===== config.mk =====
export PLATFORM = sky130hd
export DESIGN_NAME = rcot_front
export DESIGN_NICKNAME = d
export VERILOG_FILES = /design/src/sv/rcot_pkg.sv /design/src/sv/rcot_front.sv
export SDC_FILE = /design/constraint.sdc
export NUM_CORES = 1
export LEC_CHECK = 0
export BUFFER_PORTS_ARGS = -buffer_cell sky130_fd_sc_hd__buf_2
export CAP_MARGIN = 20
export CORE_MARGIN = 8
export CORE_UTILIZATION = 41
export DETAILED_ROUTE_END_ITERATION = 7
export PLACE_DENSITY = 0.75
export SLEW_MARGIN = 20
export SYNTH_ARGS = -nofsm -noshare
export SYNTH_HDL_FRONTEND = slang
export SYNTH_SLANG_ARGS = --single-unit

===== constraint.sdc =====
create_clock -name clk -period 1.6 [get_ports clk]
set_input_delay 0.16 -clock clk [delete_from_list [all_inputs] [get_ports clk]]
set_output_delay 0.16 -clock clk [all_outputs]
set_load 0.05 [all_outputs]

===== src/sv/rcot_pkg.sv =====
// shared types and constants for the rms current meter with offset tracking
// no dependencies; used by rcot_front, rcot_back and the top level
package rcot_pkg;

	localparam int MAX_WINDOW_DEF = 65536;

	// configuration port
	localparam int CFG_AW = 2;
	localparam int CFG_DW = 20;

	typedef enum logic [CFG_AW-1:0] {
		REG_LPF_DIVISOR,
		REG_TURNS_RATIO,
		REG_CALIBRATION,
		REG_BURDEN
	} reg_idx_t;

	localparam logic [15:0] LPF_DIVISOR_RST = 16'd1000;
	localparam logic [15:0] TURNS_RATIO_RST = 16'd2000;
	localparam logic [17:0] CALIBRATION_RST = 18'd65536;
	localparam logic [19:0] BURDEN_RST      = 20'd33000;

	typedef struct packed {
		logic [15:0] lpf_divisor;
		logic [15:0] turns_ratio;
		logic [17:0] calibration_q16;
		logic [19:0] burden_milliohm;
	} cfg_t;

	// item kinds after classification
	typedef enum logic [1:0] {
		KIND_CAL,
		KIND_CAL_END,
		KIND_MEAS,
		KIND_MEAS_END
	} kind_t;

	typedef struct packed {
		kind_t       kind;
		logic [11:0] sample_mv;
	} item_t;

	localparam logic [19:0] RMS_MAX     = 20'hFFFFF;
	localparam logic [23:0] CURRENT_MAX = 24'hFFFFFF;
	localparam logic [9:0]  MILLI       = 10'd1000;

	// shared divider: 64 bit dividend, 32 bit divisor
	localparam int DVD_W = 64;
	localparam int DEN_W = 32;
	localparam int DCNT_W = 7;

endpackage


===== src/sv/rcot_front.sv =====
// front end: accepts input beats, classifies them and queues them for the back end
// depends on rcot_pkg
module rcot_front
	import rcot_pkg::*;
(
	input  logic        clk,
	input  logic        arst_n,
	input  logic        in_valid,
	output logic        in_ready,
	input  logic        in_cmd,
	input  logic [11:0] in_sample,
	input  logic        in_last,
	output logic        q_valid,
	output item_t       q_item,
	input  logic        q_pop
);

	item_t       mem_q [2];
	logic        wr_q;
	logic        rd_q;
	logic [1:0]  cnt_q;
	item_t       item_in;
	logic        push;

	always_comb begin
		unique case ({in_cmd, in_last})
			2'b00:   item_in.kind = KIND_CAL;
			2'b01:   item_in.kind = KIND_CAL_END;
			2'b10:   item_in.kind = KIND_MEAS;
			default: item_in.kind = KIND_MEAS_END;
		endcase
		item_in.sample_mv = in_sample;
	end

	assign in_ready = (cnt_q != 2'd2);
	assign push     = in_valid && in_ready;
	assign q_valid  = (cnt_q != 2'd0);
	assign q_item   = mem_q[rd_q];

	always_ff @(posedge clk) begin
		if (push) begin
			mem_q[wr_q] <= item_in;
		end
	end

	always_ff @(posedge clk or negedge arst_n) begin
		if (!arst_n) begin
			wr_q  <= 1'b0;
			rd_q  <= 1'b0;
			cnt_q <= 2'd0;
		end else begin
			if (push) wr_q <= ~wr_q;
			if (q_pop && q_valid) rd_q <= ~rd_q;
			cnt_q <= cnt_q + 2'(push) - 2'(q_pop && q_valid);
		end
	end

endmodule


==> results by group <==
Run status
  – Status: finished, violations left
  – Failing checks: setup timing

STA
  – Min Hold Slack: between 0.02 and 0.03 ns
  – Fin. Hold Viols: 0
  – Max_slew headroom: 0.828
  – RSZ-0062 raised after global routing: true
  – Skew final: between 0.015 and 0.02 ns
  – Post-layout min period: 1.61 ns
  – Worst setup margin: -0.00551 ns
  – Fmax: 0.623 GHz
  – Fin Setup TNS: -0.00551 ns
  – Slew @ Worst Pin: between 0.2 and 0.3 ns
  – Period utilization: 1.00
  – Slew Viols, Final: 0
  – Final setup vio count: 1

Synthesis
  – Syn Nets: 83
  – Synth top area cells: edfxtp_1, mux2_2, dfrtp_1, xnor2_1, ha_1
  – Asr flop ratio synth: 0.125
  – Synth Cell Area: 1230 um2
  – Mean post-synth cell area: just under 20 um2
  – Number of flops mapped to enable cells by yosys: 28
  – Seq cells post-synth: 32
  – Synth top area share: 0.686
  – Prevailing post-synth register cell: edfxtp_1
  – Register area share after synthesis: 0.767
  – Leading area contributor after synthesis: edfxtp_1
  – Count leader, synth: edfxtp_1
  – Most instantiated cells after synthesis: edfxtp_1, mux2_2, dfrtp_1
  – Cell variety after synth: 16
  – Syn Inst Count: between 60 and 70
  – Yosys Warn Count: 0

CTS
  – Clock transition at path regs: 0.09 ns
  – CTS tree: yes
  – CTS H-tree depth: 2
  – CTS buffer count: 5
  – CTS max path bufs: 2
  – Clk_lat worst skew: 0.33 ns
  – Clock root cell: clkbuf_4
  – # clock sinks: 32

Worst setup path
  – Critical path fanouts, max: 2
  – Req. time, crit path: 1.81 ns
  – Worst setup path category: register to register
  – Worst setup path startpoint: cnt_q[1]$_DFF_PN0_
  – CP Launch Type: register
  – Worst Setup End Kind: register
  – Worst reg2reg startpoint: cnt_q[1]$_DFF_PN0_
  – WP data arrival: 1.81 ns

Drt
  – Post-DR vias/cell: about 4.7
  – Met1 Routed Length: 890 um
  – Wire length on met2: about 1200 um
  – Wirelength per Cell: around 15 um
  – Final antenna-violating net count: 0
  – Initial DRC count: 34
  – Met3 routed WL: 137 um
  – Post-route DRC: 0
  – Max Used Layer: met4
  – Post-Route WL: between 2000 and 2500 um
  – Vias: 726
  – Iteration count of the initial detailed-routing pass: 3

Pwr
  – Pwr/cell area: between 2000 and 2500 nW/um2
  – Total power: 3.46 mW
  – VDD IR max: 1.04 mV
  – Leak Pwr: 0.682 nW

Floorplanning
  – Starting Density: 0.415
  – Boundary pin count: 34
  – Die X: 70.7 um
  – Die height: 70.7 um
  – Core footprint: 2950 um2
  – Num rows: 20
  – Die ar.: 5000 um2

Placed design
  – Area after DPL: 1490 um2
  – Post-Place Cells: 135
  – Final HPWL DP: 1650 um
  – Port Buf Inserts: 33
  – Gp weighted congestion: 0.616

Global routing
  – Grt total ovfl: 0
  – First-pass GRT wire length: 3820 um
  – Largest net degree at the start of global routing: 11
  – Tot GR Track Use: 0.102
  – Initial antenna violation count: 0
  – Vias in the first global route: 824

Layout
  – Cell area after layout: approximately 1700 um2
  – Fill cells: 259
  – Non-Filler Instances: between 150 and 200
  – Ant diodes: 0
  – Area Overhead vs Synth: 39.1%
  – Layout Nets: 140
  – Layout cells sized above 1: 0.612

Min path
  – Hold Path Origin: in_sample[11]
  – Worst min-delay path category: input port to register

Run
  – Max Cap Viol: 0
## power by group
group          leakage, nW  internal, mW  switching [mW]  total [mW]
Combinational        0.346         0.704            1.11        1.81
Clock               0.0293         0.171           0.252       0.423
Sequential           0.307          1.15          0.0691        1.22
## kinds of logic after synthesis
kind of cell | share of synthesized area
xor gates and xnor gates | 0.0286
adders and majority gates | 0.0204
buffers and inverters | 0.0265
DFF | 0.767
muxes | 0.129
and+or+nand+nor | 0.0286
## state kept, by name, summed over array words and instances, names as in the netlist
name and cells:
mem_q 28, cnt_q 2, rd_q 1, wr_q 1
## worst max-delay path: stages, from the launching register on
cell     delay (ns)
dfrtp_1        0.39
or2_4          0.26
and2_4         0.15
ha_4           0.25
inv_2          0.04
ha_4           0.15
xnor2_2        0.13
xnor2_1        0.12
## layer usage
metal / track usage / vias to the layer above
li1: - / 346
met1: 0.103 / 355
met2: 0.166 / 20
met3: 0.0494 / 5
met4: 0.0624 / 0
met5: 0 / -
## repair_timing
action / CTS / global route
endpoints found under the hold margin: 4 / 15
endpoints found under the setup margin: 10 / 15
hold buffers: 1 / 8
resized for setup: 3 / 19
buffers inserted: 0 / 2
pin swaps: 0 / 4
## stage by stage
stage | setup slack, ns | util
finish | -0.00551 | 0.578
global placement | 0.0272 | 0.504
global route | -0.0479 | 0.578
CTS | -0.0203 | 0.533
detailed placement | -0.0264 | 0.504
floorplan | -0.0953 | -
## final cells by class
| type | instances | area, um2 | area share |
|---|---|---|---|
| clock buffers | 7 | 45.0 | 0.0264 |
| clock inverters | 1 | 5.00 | 0.00293 |
| inverters | 1 | 3.75 | 0.00220 |
| multi-input cells | 26 | 295 | 0.173 |
| flip-flops and latches | 32 | 941 | 0.552 |
| well taps | 33 | 41.3 | 0.0242 |
| repair buffers | 54 | 374 | 0.219 |
## placed cells by master (no fill, tap or decap), types with 2 or more instances in the layout
cell and count:
buf_6 3, xnor2_1 2, dfrtp_1 4, clkbuf_1 2
buf_2 26, dlygate4sd3_1 9, edfxtp_1 28, ha_4 2
mux2_2 14, clkbuf_4 5, buf_4 16
## worst paths after layout
| path | endpoint | slack [ns] | depth (start not counted) |
|---|---|---|---|
| worst max-delay path | cnt_q[1]$_DFF_PN0_ | -0.006 | 7 |
| worst min-delay path | mem_q[0][11]$_DFFE_PP_ | 0.03 | 1 |
| worst max register to register | cnt_q[1]$_DFF_PN0_ | -0.006 | 7 |
| worst min register to register | wr_q$_DFFE_PN0N_ | 0.52 | 1 |
| max in group asynchronous | rd_q$_DFFE_PN0P_ | 1.29 | 2 |
| min in group asynchronous | cnt_q[0]$_DFF_PN0_ | 0.17 | 2 |
Note: power is estimated with default switching activity, not from simulation.
